--- config.mk ---
export PLATFORM = sky130hd
export DESIGN_NAME = gbba_ram
export DESIGN_NICKNAME = d
export VERILOG_FILES = /design/src/sv/gbba_ram.sv
export SDC_FILE = /design/constraint.sdc
export NUM_CORES = 1
export LEC_CHECK = 0
export BUFFER_PORTS_ARGS = -buffer_cell sky130_fd_sc_hd__buf_2
export CORE_UTILIZATION = 35
export DETAILED_ROUTE_END_ITERATION = 10
export HOLD_SLACK_MARGIN = 0.08
export MAX_ROUTING_LAYER = met4
export SYNTH_ARGS = -nofsm -noshare
export SYNTH_HDL_FRONTEND = slang
export SYNTH_SLANG_ARGS = --single-unit
--- constraint.sdc ---
create_clock -name clock -period 4.3 [get_ports clock]
set_input_delay 1.29 -clock clock [delete_from_list [all_inputs] [get_ports clock]]
set_output_delay 1.29 -clock clock [all_outputs]
set_load 0.005 [all_outputs]
--- src/sv/gbba_ram.sv ---
// ---------------------------------------------------------------------------
// gbba_ram
// Generic simple dual-port RAM: one write port, one read port, registered
// read data.
// ---------------------------------------------------------------------------
module gbba_ram #(
   parameter int WIDTH = 8,
   parameter int DEPTH = 16
) (
   input  logic                                        clock,
   input  logic                                        wr_en,
   input  logic [((DEPTH > 1) ? $clog2(DEPTH) : 1)-1:0] wr_addr,
   input  logic [WIDTH-1:0]                            wr_data,
   input  logic [((DEPTH > 1) ? $clog2(DEPTH) : 1)-1:0] rd_addr,
   output logic [WIDTH-1:0]                            rd_data
);

   logic [WIDTH-1:0] mem_ff [DEPTH];
   logic [WIDTH-1:0] rd_data_ff;

   always_ff @(posedge clock) begin
      if (wr_en) begin
         mem_ff[wr_addr] <= wr_data;
      end
      rd_data_ff <= mem_ff[rd_addr];
   end

   assign rd_data = rd_data_ff;

endmodule

After elaboration in Yosys (flattened, before gate mapping)
Memories as Yosys holds them, arrays and structs flattened. A register that Yosys moved wholly into a read port is not among the register bits.
Cells that the tools add are included.
{ "totals": {"register_bits": 0, "ramBits": 128, "input_bits": 18, "mem_count": 1} }
{ "mem_list": {"columns": ["memory", "depth", "width", "read_ports", "rd_clocked_by_memory_dff", "wr", "line", "text"], "rows": [
  ["mem_ff", 16, 8, 1, 1, 1, "18", "logic [WIDTH-1:0] mem_ff [DEPTH];"]
]} }
{ "classes": {"mux": 2} }
{ "op_table": {"columns": ["operator", "count"], "rows": [
  ["1-bit 2-to-1 mux", 2]
]} }

Depth between registers and ports, before layout
Gate-level depths: netlist (run 1).
{ "depth": {"ltp_word": 2, "ltp_mapped": 5, "ltp_nobuf": 3} }

Worst setup path before layout (run 1)
No wires, ideal clock.
{ "synth_path": {"path_kind": "input -> register", "startpoint": "in wr_addr[2] (netlist name)", "endpoint": "mem mem_ff[0][0] (enable)", "arrival_time_ns": 2.400, "setup_slack_ns": 1.517, "path_stages": 2, "path_buffers": 0, "cell_sequence": "or3b_2 nor3_1"} }
{ "synth_lines": {"columns": ["element", "line", "text"], "rows": [
  ["from (decl)", "12", "input logic [((DEPTH > 1) ? $clog2(DEPTH) : 1)-1:0] wr_addr,"],
  ["to (decl)", "18", null]
]} }
No word-level cell before the write port.

==> run metrics, run 1 <==
Synth top area share=0.747; gr ovfl total=0; IO Port Bufs=25; final WL=10100 um; status=finished clean; WL per Instance=21.7 um; HPWL Detailed=6250 um; FF-to-FF Start=mem_ff[1][5]; final hold vios=0; Inserted Clock Buffers=17; leading area contributor after synthesis=edfxtp_1; commonest cells after routing, fill and taps aside=edfxtp_1 (128), buf_2 (25), mux4_2 (18), clkbuf_16 (17), a22oi_1 (16); Hold Crit Endpoint=rd_data[6]; clock-pin slew on the worst setup and hold paths=0.06 ns; R2R Setup Slk=2.84 ns; CP Launch Type=input port; post-synthesis sequential area ratio=0.778; worst skew pair latency=0.41 ns; capturing point of the worst reg2reg path=rd_data[5]; TritonRoute pass-1 iters=5; # diodes=0; Synth Area in Simple Gates=0.0318; crit-path max FO=14; via count=2431; # H-tree levels=4; clock root buffer=clkbuf_16; synth warn=0; Hold Path Origin=mem_ff[15][6]; DRC Markers=0; Adder-Cell Fraction of Synth Area=0; Compound-Gate Fraction of Synth Area=0.0233; vias per cell=5.24; hold depth=3; Worst R2R Path Depth=3; die width=123 um; clock skew=0.00681 ns; setup violators final=0; largest family of logic cells by synthesized area=multiplexers; most common cell after layout, fill and taps aside=edfxtp_1; I/O Pins=26; Final ANT Viol Nets=0; violation count after the first detailed-routing iteration=240; Die Y=123 um; num rows=43; total track usage=0.153; unrepaired setup endpoints after global routing=no; initial antenna violation count=0; Avg Inst Size Synth=22.5 sq um; Clock Path Buffers=2; WP data arrival=2.95 ns; Starting Density=0.365; largest net degree at the start of global routing=33; multiplexer share of the synthesized area=0.150; final-report max-slew violation count=0; global-route wire length before repair=15300 um; post-synth cell types=19; # nets final=289; # Post-CTS Setup Buffers=0; share of layout cells above drive strength 1=0.292; Core ar.=14100 sq um; flops & latches, synth=136; f_max=0.375 GHz; leak pwr=2.03 nW; worst ir drop on vdd=0.302 mV; total die area=15200 sq um; cell area after synthesis=5150 sq um; Sink Count=136; post-CTS sizing=0; CP Class=in -> reg; max_slew headroom=0.352; Hold Buf Count CTS=0; setup TNS=0 ns; Required @ worst endpoint=4.59 ns; CTS tree=done; Syn Nets=247; Tmin final=2.66 ns; Worst Hold Class=reg -> reg; Final Cycle Share=0.620; reported max-cap violation count=0; synth-to-layout area growth=18.2%; vias in the first global route=2528; worst slew pin tran=0.969 ns; post-layout util=0.432; GP Congestion=0.765; Worst Setup End Kind=register; crit path from=rd_addr[0]; Area contributors post-synth=edfxtp_1 (75%), mux4_2 (7.9%), mux4_1 (7.1%), dfxtp_1 (3.1%), a22oi_1 (2.3%); Cells after Synth=229; xor/xnor cell area share of the yosys netlist=0; P per Cell Area=511 nW/um^2
-- layer usage --
| layer | global-route usage | up-vias | wire length, um |
|---|---|---|---|
| met5 | - | - | 0 |
| met4 | 0.0474 | 0 | 34 |
| li1 | - | 1056 | - |
| met3 | 0.0457 | 6 | 648 |
| met2 | 0.229 | 96 | 4790 |
| met1 | 0.203 | 1273 | 4600 |
-- worst max path at each step --
stage	end	cells after the start	slack, ns
2_1_floorplan	mem_ff[0][0]	2	1.52
3_3_place_gp	rd_data[4]	5	1.28
3_5_place_dp	rd_data[4]	5	1.27
4_1_cts	rd_data[4]	5	1.68
5_1_grt	rd_data[4]	5	1.57
6_report	rd_data[5]	5	1.64
-- critical path: stages --
cell,delay [ns]
buf_2,0.37
buf_4,0.32
mux4_2,0.53
a22oi_1,0.32
nand2_1,0.11
-- per-stage QoR --
stage | setup WS, ns | cell area (sq um) | hold slack [ns] | total power [mW] | std cells
2_1_floorplan | 1.52 | 5150 | 0.629 | 1.59 | 229
3_3_place_gp | 1.28 | 5470 | 0.653 | 1.65 | 432
3_5_place_dp | 1.27 | 5470 | 0.666 | 1.65 | 432
4_1_cts | 1.68 | 6080 | 0.680 | 3.13 | 464
5_1_grt | 1.57 | 6080 | 0.707 | 3.20 | 464
6_report | 1.64 | 6080 | 0.681 | 3.11 | 464
-- sequential cells by signal (all words and copies together), names as in the netlist --
name / flops
mem_ff: 128
rd_data: 8
-- cells in the mapped netlist --
| cell type | number |
|---|---|
| buf_2 | 3 |
| nor2_1 | 13 |
| nand2b_1 | 2 |
| nand2_1 | 9 |
| or3b_2 | 1 |
| mux4_2 | 18 |
| buf_4 | 1 |
| nand3b_1 | 2 |
| nand3_1 | 1 |
| mux4_1 | 14 |
| nor3_1 | 4 |
| nor2b_1 | 1 |
| dfxtp_1 | 8 |
| clkdlybuf4s25_2 | 3 |
| and2b_1 | 1 |
| edfxtp_1 | 128 |
| buf_6 | 3 |
| and2_1 | 1 |
| a22oi_1 | 16 |
-- final cells by class --
class	instances	area, sq um
Fill cell	1215	8010
Sequential cell	136	4000
Multi-Input combinational cell	83	1060
Clock buffer	19	443
Tap cell	180	225
Timing Repair Buffer	33	185
Clock inverter	13	170
-- logic make-up (layout without fill, tap and decap cells) --
| logic type | after synthesis | after routing |
|---|---|---|
| compound gates | 16 | 16 |
| buf+inv | 10 | 65 |
| flops | 136 | 136 |
| mux | 32 | 32 |
| simple gates | 35 | 35 |
-- report_power, final --
| group | switching (mW) | internal (mW) |
|---|---|---|
| sequential | 0.00891 | 1.48 |
| clock | 0.552 | 0.934 |
| combinational | 0.0775 | 0.0548 |
| total | 0.639 | 2.47 |
Note: power is estimated with default switching activity, not from simulation.
==> run 2: changes to the inputs <==
- ABC_AREA: not set -> 1
- clock period: 4.3 -> 2.39 ns (I/O delays scaled with it)
==> run 2 against run 1 <==
  * Synthesized cell count increased by 140%
  * Routed wire length up 29%
  * Area after synthesis is 12% higher
  * Via count rose by 56%
  * Clock skew rose by 0.00093 ns
  * Sequential share of layout area fell by 6.1 points
  * Combinational power increased by 140%
  * Critical endpoint is now rd_data[2]
  * Largest power group unchanged
  * Highest routed layer unchanged
==> run metrics, run 2 <==
post-synth cell types=12; worst path cell trace=buf_2; clock network fraction of design power=0.456; post-place setup slack=0.473 ns; # diodes=0; met2 usage=0.285; Core ar.=16000 sq um; cell area after synthesis=5770 sq um; GP Congestion=0.846; P per Cell Area=824 nW/um^2; status=finished clean; async set or reset register ratio after synthesis=0; die width=130 um; CP Class=reg -> out; IO Port Bufs=25; I/O Pins=26; switching share of total power=0.206; ys flop type=edfxtp_1; DRC Markers=0; Synth Area in Simple Gates=0.210; CP top delay family=flip-flops; Worst Setup End Kind=output port; via count=3803; vias per cell=4.65; leak pwr=2.89 nW; unrepaired setup endpoints after global routing=no; Worst Path Buf+Inv=1; worst slew pin tran=0.631 ns; global-route wire length before repair=20400 um; vias in the first global route=3727; largest family of logic cells by synthesized area=simple AND/OR/NAND/NOR gates; WP data arrival=0.92 ns; commonest cells after routing, fill and taps aside=nand2_1 (173), edfxtp_1 (128), inv_1 (100), nand3_1 (97), buf_2 (25); post-synthesis sequential area ratio=0.694; top-count cell post-synth=nand2_1; flops & latches, synth=136; final hold vios=0; total die area=17000 sq um; Tmin final=1.64 ns; worst skew pair latency=0.41 ns; worst stage delay on the critical path=0.38 ns; Final ANT Viol Nets=0; FILL cells=1536; sequential share of power=0.487; worst ir drop on vdd=0.457 mV; share of layout cells above drive strength 1=0.116; # nets final=607; met1 Use GR=0.207; num rows=46; total track usage=0.173; HPWL Detailed=8400 um; Cells after Synth=551; setup violators final=0; Design Power=5.52 mW; WL per Instance=15.9 um; Starting Density=0.360; Inserted Clock Buffers=17; CTS tree=done; setup TNS=0 ns; Int Power=4.38 mW; Syn Nets=569; Final Cycle Share=0.685; largest net degree at the start of global routing=38; number of flip-flops under the largest register name=128; final WL=13000 um; Slowest cell on crit path=dfxtp_1; clock root buffer=clkbuf_16; Final WS setup=0.753 ns; Hold Buf Count CTS=0; # Post-CTS Setup Buffers=0; most common cell after layout, fill and taps aside=nand2_1; violation count after the first detailed-routing iteration=397; DP Area=6130 sq um; final-report max-slew violation count=0; clock-pin slew on the worst setup and hold paths=0.06 ns; GRT met3 Usage=0.0385; placed insts=786; clock skew=0.00774 ns; final non-filler cell total=818; crit-path max FO=1; Synth top area share=0.667; max_slew headroom=0.577; number of synthesized flops with an enable pin=128; TritonRoute pass-1 iters=6; sw power=1.14 mW; power share of the combinational group=0.057; Compound-Gate Fraction of Synth Area=0; synth warn=0; f_max=0.611 GHz; # H-tree levels=4; initial antenna violation count=0; synth cell count leaders=nand2_1 (173), edfxtp_1 (128), inv_1 (100); Adder-Cell Fraction of Synth Area=0; Avg Inst Size Synth=10.5 sq um; xor/xnor cell area share of the yosys netlist=0; leading area contributor after synthesis=edfxtp_1; CP Launch Type=register; Biggest register=mem_ff; post-CTS sizing=0; Final Instance Area=6700 sq um; multiplexer share of the synthesized area=0; Worst Hold Class=reg -> reg; Die Y=130 um; Clock Path Buffers=2; synth-to-layout area growth=16.2%; Sink Count=136; gr busiest metal=met2; Area contributors post-synth=edfxtp_1 (67%), nand2_1 (11%), nand3_1 (8.4%), inv_1 (6.5%), dfxtp_1 (2.8%); gr ovfl total=0; reported max-cap violation count=0; Required @ worst endpoint=1.67 ns
-- run 2: cell count changes after synthesis, moves of 3 or more --
cell,delta
a22oi_1,-16
buf_2,+10
buf_4,+3
buf_6,+3
clkdlybuf4s25_2,-3
inv_1,+100
mux4_1,-14
mux4_2,-18
nand2_1,+164
nand3_1,+96
nor2_1,+4
nor3_1,-4
-- run 2: power groups by stage --
stage / combinational [mW] / sequential (mW) / clock (mW)
floorplan: 0.188 / 2.73 / 0
global placement: 0.313 / 2.74 / 0
detailed placement: 0.317 / 2.74 / 0
CTS: 0.318 / 2.69 / 2.55
global route: 0.350 / 2.69 / 2.65
finish: 0.315 / 2.69 / 2.52
-- run 2: metrics by stage --
step	hold WS, ns	utilization
floorplan	0.607	-
global placement	0.656	0.383
detailed placement	0.660	0.383
CTS	0.663	0.419
global route	0.671	0.419
finish	0.670	0.419
-- run 2: worst paths after layout --
check / from / to / slack, ns / cells past startpoint
max: rd_data[2] / rd_data[2] / 0.75 / 1
min reg2reg: mem_ff[13][2] / rd_data[2] / 0.67 / 6
max reg2reg: mem_ff[7][4] / rd_data[4] / 1.34 / 6
min: mem_ff[13][2] / rd_data[2] / 0.67 / 6
-- run 2: layout make-up --
cell class	instances	area, sq um	share of cell area
flip-flops and latches	136	4000	0.597
clock buffers	21	440	0.0657
clock inverters	11	130	0.0194
multi-input cells	289	1210	0.181
repair buffers	43	260	0.0388
well taps	216	270	0.0403
inverters	102	383	0.0571
-- run 2: cells by family after synthesis --
group | count (synthesis)
DFF | 136
and+or+nand+nor | 289
buffers and inverters | 126
-- run 2: layer usage --
layer,wire [um],vias to the layer above
li1,-,1844
met1,5650,1832
met2,6490,114
met3,629,13
met4,246,0
met5,0,-
