File: src/sv/gbba_pkg.sv
// ---------------------------------------------------------------------------
// gbba_pkg
// Shared types and constants of the grouped bitmap block allocator: channel
// item formats, operation and register codes, and the bitmap word layout.
// ---------------------------------------------------------------------------
package gbba_pkg;

   // Bitmap words are bytes; block offset 0 of a word sits in its top bit.
   localparam int WORD_BITS = 8;
   localparam int OFS_W     = 3;

   // Global block numbers on the channels.
   localparam int LOC_W = 15;

   // Configuration registers.
   localparam int CFG_W      = 13;
   localparam int CSR_ADDR_W = 3;
   localparam int CSR_DATA_W = 32;

   localparam logic [CFG_W-1:0] CFG_RESERVED_RST = 13'd2;
   localparam logic [CFG_W-1:0] CFG_EXTRA_RST    = 13'd3;

   // Register index, taken from the word address.
   localparam logic REG_RESERVED = 1'b0;
   localparam logic REG_EXTRA    = 1'b1;

   // Operation codes.
   localparam logic [1:0] FUNC_FORMAT = 2'd0;
   localparam logic [1:0] FUNC_ALLOC  = 2'd1;
   localparam logic [1:0] FUNC_FREE   = 2'd2;

   typedef logic [WORD_BITS-1:0] word_type;

   typedef struct packed {
      logic             hit;
      logic [OFS_W-1:0] ofs;
      word_type         word_set;
   } pick_type;

   typedef struct packed {
      logic [1:0]       func;
      logic [2:0]       preferred_group;
      logic [4:0]       block_count;
      logic [LOC_W-1:0] block_number;
   } req_type;

   typedef struct packed {
      logic [LOC_W-1:0] block_location;
      logic             valid_res;
      logic             last;
      logic             shortfall;
   } rsp_type;

endpackage

File: src/sv/gbba_pick.sv
// ---------------------------------------------------------------------------
// gbba_pick
// Free-bit picker shared by every allocation step: finds the lowest free
// block offset of a bitmap word and returns the word with that bit set.
// ---------------------------------------------------------------------------
module gbba_pick
   import gbba_pkg::*;
(
   input  word_type word,
   input  word_type vmask,
   output pick_type pick
);

   word_type free_bits;

   always_comb begin
      free_bits     = ~word & vmask;
      pick.hit      = 1'b0;
      pick.ofs      = '0;
      // Walk from the highest offset down so that the lowest offset wins.
      for (int j = WORD_BITS - 1; j >= 0; j--) begin
         if (free_bits[WORD_BITS-1-j]) begin
            pick.hit = 1'b1;
            pick.ofs = OFS_W'(j);
         end
      end
      pick.word_set = word;
      if (pick.hit) begin
         pick.word_set[OFS_W'(WORD_BITS - 1) - pick.ofs] = 1'b1;
      end
   end

endmodule
File: config.mk
export PLATFORM = sky130hd
export DESIGN_NAME = gbba_pick
export DESIGN_NICKNAME = d
export VERILOG_FILES = /design/src/sv/gbba_pkg.sv /design/src/sv/gbba_pick.sv
export SDC_FILE = /design/constraint.sdc
export NUM_CORES = 1
export LEC_CHECK = 0
export BUFFER_PORTS_ARGS = -buffer_cell sky130_fd_sc_hd__buf_2
export CAP_MARGIN = 20
export CORE_AREA = 2 2 39 41
export DETAILED_ROUTE_END_ITERATION = 10
export DIE_AREA = 0 0 41 43
export SLEW_MARGIN = 20
export SYNTH_ARGS = -nofsm -noshare
export SYNTH_HDL_FRONTEND = slang
export SYNTH_SLANG_ARGS = --single-unit
File: constraint.sdc
create_clock -name vclk -period 1.8
set_input_delay 0.45 -clock vclk [all_inputs]
set_output_delay 0.45 -clock vclk [all_outputs]
set_load 0.05 [all_outputs]
== Word level (Yosys, flattened, before mapping) ==
Index checks and enable logic that the tools add are counted.
Widths: inputs -> output; s select.

* $add $sub $neg: 1
* $lt $le $gt $ge: 2
* Mux-type cells: 11
* Bitwise gates (word level): 3
* Reduce and logical (&&, ||, !) cells: 1

{| class="wikitable"
|+ Operators by type and width
! operator !! count
|-
| $mux 4 || 8
|-
| $and 8x8->8 || 1
|-
| $mux 8 || 1
|-
| $not 8->8 || 1
|-
| $or 8x8->8 || 1
|-
| $lt 3x4->1 const B || 1
|-
| $demux 1 s3 || 1
|-
| $ge 3x1->1 const B || 1
|-
| $sub 3x3->3 const A || 1
|-
| $logic_and 1x1->1 || 1
|-
| $mux 1 || 1
|}

* Register bits after elaboration: 0
* Input port bits: 16
* Output and inout port bits: 12
* Logic and storage cells: 18

== Logic depth before layout (Yosys ltp) ==
Gate-level depths: netlist of the first run.

* Depth after elaboration: 17
* Depth in mapped cells: 5
* Mapped depth without buffers: 4

== Worst setup path after synthesis of the first run ==
No wires, ideal clock.

* Path kind: input-to-output
* From: in vmask[2]
* To: out pick[9] (netlist name)
* Arrival time: 1660 ps
* Required time: 1350 ps
* Slack: -310 ps
* Stages: 4
* Buffers on the path: 0
* Path through: nor2b_1 nor2_1 o21ai_0 a31oi_1

{| class="wikitable"
|+ RTL lines
! element !! line !! text
|-
| from (decl) || gbba_pick.sv:10 || <nowiki>input word_type vmask,</nowiki>
|-
| to (decl) || gbba_pick.sv:11 || <nowiki>output pick_type pick</nowiki>
|}

==> results of run 1 <==
cell type report:
type	instances	area (um^2)	share of cell area, %
multi-input cells	34	334.1	53.19
repair buffers	35	270.3	43.03
well taps	16	20.02	3.187
inverters	1	3.754	0.5976
layout by cell type (no fill, tap or decap), types with 2 or more instances in the layout:
| master | n |
|---|---|
| buf_2 | 15 |
| a21oi_2 | 2 |
| buf_6 | 8 |
| nand2b_4 | 7 |
| buf_8 | 2 |
| nand2_1 | 2 |
| buf_4 | 10 |
| a21o_2 | 2 |
| a31o_1 | 2 |
| nor2b_2 | 2 |
| a31o_2 | 2 |
| nor2b_4 | 2 |
stage by stage:
stage	cells	hold WS [ns]
floorplan	36	1.124
global placement	86	1.298
detailed placement	86	1.298
CTS	86	1.214
global route	86	1.226
finish	86	1.219
worst max-delay path: stages:
cell and delay (ns):
buf_6 0.10, nor2b_4 0.15, a21oi_2 0.09, or2_1 0.24, a21o_2 0.21, buf_8 0.15
layer usage:
| layer | up-vias | GRT usage (%) |
|---|---|---|
| li1 | 201 | - |
| met1 | 188 | 12.03 |
| met2 | 19 | 24.69 |
| met3 | 2 | 0 |
| met4 | 0 | 0 |
| met5 | - | 0 |
what timing repair did:
action                     CTS  global route
setup endpoints to repair    6            10
hold buffers                 0             0
gates cloned                 0             0
gates resized for setup     28            14
pin swaps                    9             2
cells by family after synthesis:
group / after synthesis / synth area share, %
compound gates: 13 / 38.46
buf+inv: 2 / 6.152
simple gates: 21 / 55.39
worst paths after layout:
kind / end / slack, ns / depth (start not counted)
max: pick[1] / -0.04 / 6
min: pick[0] / 1.22 / 3
cell usage after synthesis, drive strengths merged:
master	number	area, um^2
a21oi	2	10.01
inv	1	3.750
nand2	2	7.510
or2	2	12.52
buf	1	11.26
nor2	2	7.510
nand2b	7	46.30
a31o	4	35.04
o21ai	2	10.00
nor2b	5	33.78
a21o	3	22.52
a31oi	1	6.260
a41o	1	10.01
nand4	1	12.51
nand3	1	5.000
nor3	1	10.01
power breakdown:
group          total (mW)  switching (mW)  internal, mW
combinational       0.244           0.140         0.104
clock                   0               0             0
sequential              0               0             0
total               0.244           0.140         0.104
==> results.md, run 1 <==
* Seq/Total Area, Yosys at 0%
* Die ar. at 1763 um^2
* Max-slew headroom at between 80% and 90%
* CP startpoint kind: input port
* Initial Utilization at 17.63%
* MaxCap Viol Count at 0
* Layout area overhead at 157.4%
* Final Core Density at 45.39%
* Req. time, crit path at around 1.4 ns
* Placed Instance Area at 457.9 um^2
* DR top layer: met4
* Yosys warns at 0
* Hold Fails Final Rpt at 0
* Antenna-violating nets left at 0
* Final setup TNS at -0.1375 ns
* PD cells at about 390 nW/um^2
* Core Footprint at 1384 um^2
* Peak VDD IR at 0.1414 mV
* Routed length on met1 at 328 um
* Register area at 0 um^2
* Unrepaired setup endpoints after global routing: true
* Final WL at 1.048 mm
* Detailed Place HPWL at 740.9 um
* Pins Over Slew Limit at 0
* Setup-failing EPs final at 4
* Dpl ws at -0.1538 ns
* Outcome: complete, but fails checks
* FFs & Latches at 0
* Overall die width at 41 um
* Post-CTS setup buffer count at 0
* Arrival time worst endpoint at about 1.4 ns
* WL met2 at 648 um
* Post-Syn Nets at 52
* Final Cell Area at 628.1 um^2
* Number of diodes at 0
* Kind of critical path: in -> out
* Largest net degree at the start of global routing at 6
* Hold WC Path Type: in -> out
* First-pass GRT wire length at 1.497 mm
* Vias in the first global route at 403
* Cell area after synthesis at 244.0 um^2
* DIE HEIGHT at approximately 43 um
* # DRC at 0
* Initial antenna violation count at 0
* Worst setup path startpoint: word[0]
* Post-DR wirelength/cell at 12.19 um
* GR Overflow Total at 0
* Routed vias at 410
* Highest clock rate at 0.5438 GHz
* Total Power at 243.7 uW
* Setup ws final at -0.03896 ns
* Fraction of layout cells with a size suffix above 1 at 84.29%
* Number of top-level pins at 28
* Violated checks: setup timing
* Syn_area_per_cell at 6.777 um^2
* Leakage power at ~0.32 nW
* Post-route clock period utilization at 102.2%
* Vias per cell at 4.767
* Cell variety after synth at 21
* Nets at 88
* Starting DRC count in detailed routing at 2
* Row count at 14
* Slew @ Worst Pin at about 0.25 ns
* First-pass iteration count of the detailed router at 2
* WL met3 at 49 um
* Crit. End Element: output port
* CP max FO at 3
* Port buffer count at 28
* Clock buffer cells at 0
* Gpl congestion at 0.6718
* Tmin final at 1.839 ns
* Hold path startpoint: word[0]
* Total global-route track usage at a little under an eighth
* Fillcell total at 150
* Post-synthesis cell count at 36
No activity file was read; power rests on OpenSTA's default activity.
==> run 2, diff against run 1 <==
--- a/config.mk
+++ b/config.mk
@@ -8,7 +8,10 @@
 export BUFFER_PORTS_ARGS = -buffer_cell sky130_fd_sc_hd__buf_2
 export CAP_MARGIN = 20
+export CELL_PAD_IN_SITES_DETAIL_PLACEMENT = 0
+export CELL_PAD_IN_SITES_GLOBAL_PLACEMENT = 1
 export CORE_AREA = 2 2 39 41
 export DETAILED_ROUTE_END_ITERATION = 10
 export DIE_AREA = 0 0 41 43
+export PLACE_DENSITY_LB_ADDON = 0.1
 export SLEW_MARGIN = 20
 export SYNTH_ARGS = -nofsm -noshare
==> constraint.sdc (replaced) <==
create_clock -name vclk -period 1.8
set_input_delay 0.45 -clock vclk [all_inputs]
set_output_delay 0.45 -clock vclk [all_outputs]
set_load 0.01 [all_outputs]
==> run 2 against run 1 <==
Sequential share of layout area stayed put; critical path depth unchanged; sequential cell count did not move; the run now ends clean; final area fell by 16%.
==> results.md, run 2 (synthesis gave the netlist of run 1 again) <==
* Fraction of layout cells with a size suffix above 1 at 71.62% (-13 points)
* FFs & Latches at 0 (unchanged)
* Pins Over Slew Limit at 0 (unchanged)
* Gpl congestion at 0.6546 (-2.6%)
* Sw Pwr at 63.07 uW (-55%)
* Combinational Power Share at 100.0% (about the same)
* DIE HEIGHT at 43 um (unchanged)
* Vias in the first global route at 299 (-26%)
* MaxCap Viol Count at 0 (unchanged)
* Layout area overhead at 116.9%
* Detailed Place HPWL at 712.2 um (-3.9%)
* Crit. End Element: output port
* Most frequent cells in the layout: buf_2 (27), buf_4 (11), nand2b_4 (4)
* Clock buffer cells at 0 (unchanged)
* # DRC at 0 (unchanged)
* Final Cell Area at 529.3 um^2 (-16%)
* Core Footprint at 1384 um^2 (unchanged)
* GR Overflow Total at 0 (unchanged)
* Routed vias at 388 (-5.4%)
* CP max FO at 3 (unchanged)
* Final WL at 812 um (-23%)
* Leakage power at 0.2937 nW (-8.4%)
* Hold buffers post-CTS at 0 (unchanged)
* Largest net degree at the start of global routing at 6 (unchanged)
* CP startpoint kind: input port
* Vias per cell at 4.311 (-9.6%)
* Commonest non-fill, non-tap cell in the layout: buf_2
* WL met2 at 364 um (-44%)
* Initial antenna violation count at 0 (unchanged)
* Port buffer count at 28 (unchanged)
* Initial Utilization at 17.63% (unchanged)
* Peak VDD IR at 0.08148 mV (-42%)
* Final Core Density at 38.25% (-7.1 points)
* Final setup TNS at 0 ns (+0.1375 ns)
* Unrepaired setup endpoints after global routing: true
* Slew @ Worst Pin at 0.2003 ns (-0.04620 ns)
* Number of diodes at 0 (unchanged)
* P_int at 77.81 uW (-25%)
* Clock share of power at 0% (unchanged)
* Placed Instance Area at 475.5 um^2 (+3.8%)
* Dpl ws at -0.08361 ns (+0.07019 ns)
* Nets at 92 (+4.5%)
* Outcome: completed
* Setup ws final at 0.02895 ns (+0.06791 ns)
* First-pass GRT wire length at 1.173 mm (-22%)
* Highest clock rate at 0.5646 GHz (+3.8%)
* Overall die width at 41 um (unchanged)
* Tmin final at 1.771 ns (-0.06791 ns)
* Flop pwr share at 0% (unchanged)
* DR top layer: met3
* Switching Fraction at 44.77% (-13 points)
* Hold WC Path Type: in -> out
* Register area at 0 um^2 (unchanged)
* Antenna-violating nets left at 0 (unchanged)
* Number of top-level pins at 28 (unchanged)
* PD cells at 266.2 nW/um^2 (-31%)
* Post-CTS setup buffer count at 0 (unchanged)
* WL met3 at 54 um (+10%)
* Routed length on met1 at 393 um (+20%)
* Arrival time worst endpoint at 1.32 ns (-0.07 ns)
* Die ar. at 1763 um^2 (unchanged)
* Worst hold slack at 1.168 ns (-0.05030 ns)
* Max-slew headroom at 86.62% (+2.9 points)
* Kind of critical path: in -> out
* Hold Fails Final Rpt at 0 (unchanged)
* Post-DR wirelength/cell at 9.022 um (-26%)
* First-pass iteration count of the detailed router at 2 (unchanged)
* Req. time, crit path at 1.35 ns (about the same)
* Total global-route track usage at 8.691% (-3.0 points)
* Starting DRC count in detailed routing at 1 (-1)
* Setup-failing EPs final at 0 (-4)
* Post-route clock period utilization at 98.39% (-3.8 points)
* Row count at 14 (unchanged)
==> run 2: changes by cell type in the layout (fill, tap and decap cells not counted), moves of 2 or more <==
cell and change:
buf_2 +12, buf_6 -7, nand2b_1 +3, nand2b_4 -3, a21o_1 +2, a21o_2 -2
buf_8 -2, nor2b_1 +2, nor2b_2 -2
==> run 2: metrics by stage <==
stage,total power [mW],std cells
finish,0.1409,90
global route,0.1535,90
CTS,0.1354,90
detailed placement,0.1271,90
global placement,0.1277,90
floorplan,0.06294,36
==> run 2: final timing paths <==
check	cells after the start	startpoint	slack, ns	endpoint
max	6	word[2]	0.03	pick[3]
min	3	word[6]	1.17	pick[6]
==> run 2: worst max-delay path: stages <==
cell	delay [ns]
buf_2	0.12
nor2b_4	0.14
a21oi_2	0.06
or2_1	0.25
a31o_1	0.18
buf_2	0.13
==> run 2: routing by layer <==
layer,GRT usage (%),up-vias
met4,0,0
met3,0,0
met5,0,-
met1,13.92,171
li1,-,206
met2,13.44,11
==> run 2: power groups by stage <==
stage	sequential, mW	clock [mW]	combinational (mW)
global route	0	0	0.154
finish	0	0	0.141
CTS	0	0	0.135
global placement	0	0	0.128
detailed placement	0	0	0.127
floorplan	0	0	0.0629
==> run 2: cell type report <==
| cell class | instances | area [um^2] |
|---|---|---|
| inverter | 1 | 3.754 |
| tap | 16 | 20.02 |
| timing repair buffer | 39 | 229.0 |
| multi-input combinational | 34 | 276.5 |
| fill | 157 | 854.6 |
==> run 2: timing repair <==
action                                  CTS  global route
pin swaps                                 1             7
endpoints found under the setup margin    5             5
gates resized for setup                   6             5
==> run 3, diff against run 2 <==
==> constraint.sdc (replaced) <==
create_clock -name vclk -period 1.8
set_input_delay 0.36 -clock vclk [all_inputs]
set_output_delay 0.36 -clock vclk [all_outputs]
set_load 0.01 [all_outputs]
==> run 3 against run 2 <==
Final area down 24%; hold slack worse by 0.18 ns; non-clock buffer count is 10 lower; worst setup slack gained 0.077 ns; combinational power down 24%; utilization fell by 9.3 points; die area stayed put; first-iteration DRC count rose by 100%; critical path depth unchanged; wire length is 9.9% lower; sequential cell count stayed put; highest routed layer unchanged.
==> results.md, run 3 (synthesis gave the netlist of run 1 again) <==
* Hold buffers post-CTS at 0 (unchanged)
* Global route hottest layer: met2
* Largest net degree at the start of global routing at 9 (+3)
* Overall die width at 41 um (unchanged)
* Tmin final at 1.694 ns (-0.07689 ns)
* Gpl congestion at 0.6237 (-4.7%)
* Layout area overhead at 64.10%
* Clock buffer cells at 0 (unchanged)
* Antenna-violating nets left at 0 (unchanged)
* Max-slew headroom at 82.03% (-4.6 points)
* Setup-failing EPs final at 0 (unchanged)
* M3 GR Usage at 0% (unchanged)
* Register area at 0 um^2 (unchanged)
* Nets at 82 (-11%)
* Hold Fails Final Rpt at 0 (unchanged)
* Fraction of layout cells with a size suffix above 1 at 57.81% (-14 points)
* Total global-route track usage at 8.691% (unchanged)
* Vias per cell at 4.388 (+1.8%)
* First-pass iteration count of the detailed router at 4 (+2)
* Hold WC Path Type: in -> out
* CP max FO at 3 (unchanged)
* Worst hold slack at 0.9904 ns (-0.1781 ns)
* Row count at 14 (unchanged)
* Kind of critical path: in -> out
* MaxCap Viol Count at 0 (unchanged)
* Initial antenna violation count at 0 (unchanged)
* Final WL at 732 um (-9.9%)
* Highest clock rate at 0.5903 GHz (+4.5%)
* Detailed Place HPWL at 666.2 um (-6.5%)
* Post-route clock period utilization at 94.12% (-4.3 points)
* GR Overflow Total at 0 (unchanged)
* Die ar. at 1763 um^2 (unchanged)
* Switching Fraction at 50.82% (+6.0 points)
* PostCTS Resize Cnt at 0 (-6)
* Met2 Track Usage GR at 13.75% (+0.31 points)
* Flop pwr share at 0% (unchanged)
* Final setup TNS at 0 ns (unchanged)
* Req. time, crit path at 1.44 ns (+0.09 ns)
* Initial Utilization at 17.63% (unchanged)
* GR met1 Demand/Resource at 13.61% (-0.32 points)
* CP startpoint kind: input port
* Most frequent cells in the layout: buf_2 (28), nand2b_1 (6), nor2b_1 (4)
* Clock share of power at 0% (unchanged)
* PD cells at 266.3 nW/um^2 (about the same)
* Leakage power at 0.2131 nW (-27%)
* Slew @ Worst Pin at 0.2677 ns (+0.06742 ns)
* Post-CTS setup buffer count at 0 (unchanged)
* Arrival time worst endpoint at 1.33 ns (about the same)
* Core Footprint at 1384 um^2 (unchanged)
* Routed vias at 351 (-9.5%)
* Combinational Power Share at 100.0% (about the same)
* Outcome: completed
* DIE HEIGHT at 43 um (unchanged)
* P_int at 52.44 uW (-33%)
* Peak VDD IR at 0.07789 mV (-4.4%)
* Unrepaired setup endpoints after global routing: false
* Starting DRC count in detailed routing at 2 (+1)
* Post-DR wirelength/cell at 9.150 um (+1.4%)
* Number of top-level pins at 28 (unchanged)
* Placed Instance Area at 400.4 um^2 (-16%)
* Commonest non-fill, non-tap cell in the layout: buf_2
* Sw Pwr at 54.18 uW (-14%)
* Pins Over Slew Limit at 0 (unchanged)
* Port buffer count at 28 (unchanged)
* FFs & Latches at 0 (unchanged)
* Vias in the first global route at 291 (-2.7%)
* Final Cell Area at 400.4 um^2 (-24%)
* Number of diodes at 0 (unchanged)
* # DRC at 0 (unchanged)
* First-pass GRT wire length at 1.166 mm (-0.60%)
* Fillcell total at 162 (+3.2%)
* Crit. End Element: output port
## run 3: changes by cell type in the layout (fill, tap and decap cells not counted), moves of 2 or more
cell,before,now
buf_4,11,1
nor2b_4,2,0
nand2b_4,4,0
nand2b_1,3,6
## run 3: final cells by class
cell class,instances,area [um^2],share of cell area [%]
well taps,16,20.02,5.000
repair buffers,29,147.6,36.88
multi-input cells,34,229.0,57.19
inverters,1,3.754,0.9375
## run 3: through the flow
stage	instances	setup WS [ns]	total power, mW	utilization, %
global route	80	0.03559	0.1193	28.93
global placement	80	0.08680	0.1093	28.93
CTS	80	0.09140	0.1083	28.93
finish	80	0.1058	0.1066	28.93
detailed placement	80	0.09468	0.1079	28.93
floorplan	36	0.3815	0.06294	-
## run 3: layer usage
metal / up-vias / share of wire, % / wire length, um
met3: 0 / 6.3 / 46
met2: 11 / 46 / 338
met5: - / 0 / 0
met1: 152 / 47 / 347
met4: 0 / 0 / 0
li1: 188 / - / -
## run 3: final timing paths
check | start | end | cells after the start
worst min-delay path | word[6] | pick[6] | 3
worst max-delay path | word[2] | pick[3] | 6
## run 3: power groups by stage
stage | clock [mW] | sequential [mW] | combinational [mW]
detailed placement | 0 | 0 | 0.108
floorplan | 0 | 0 | 0.0629
global placement | 0 | 0 | 0.109
global route | 0 | 0 | 0.119
CTS | 0 | 0 | 0.108
finish | 0 | 0 | 0.107
## run 3: critical path, stage by stage
cell	delay [ns]
buf_2	0.11
nor2b_1	0.19
a21oi_1	0.08
or2_1	0.25
a31o_1	0.22
buf_2	0.13
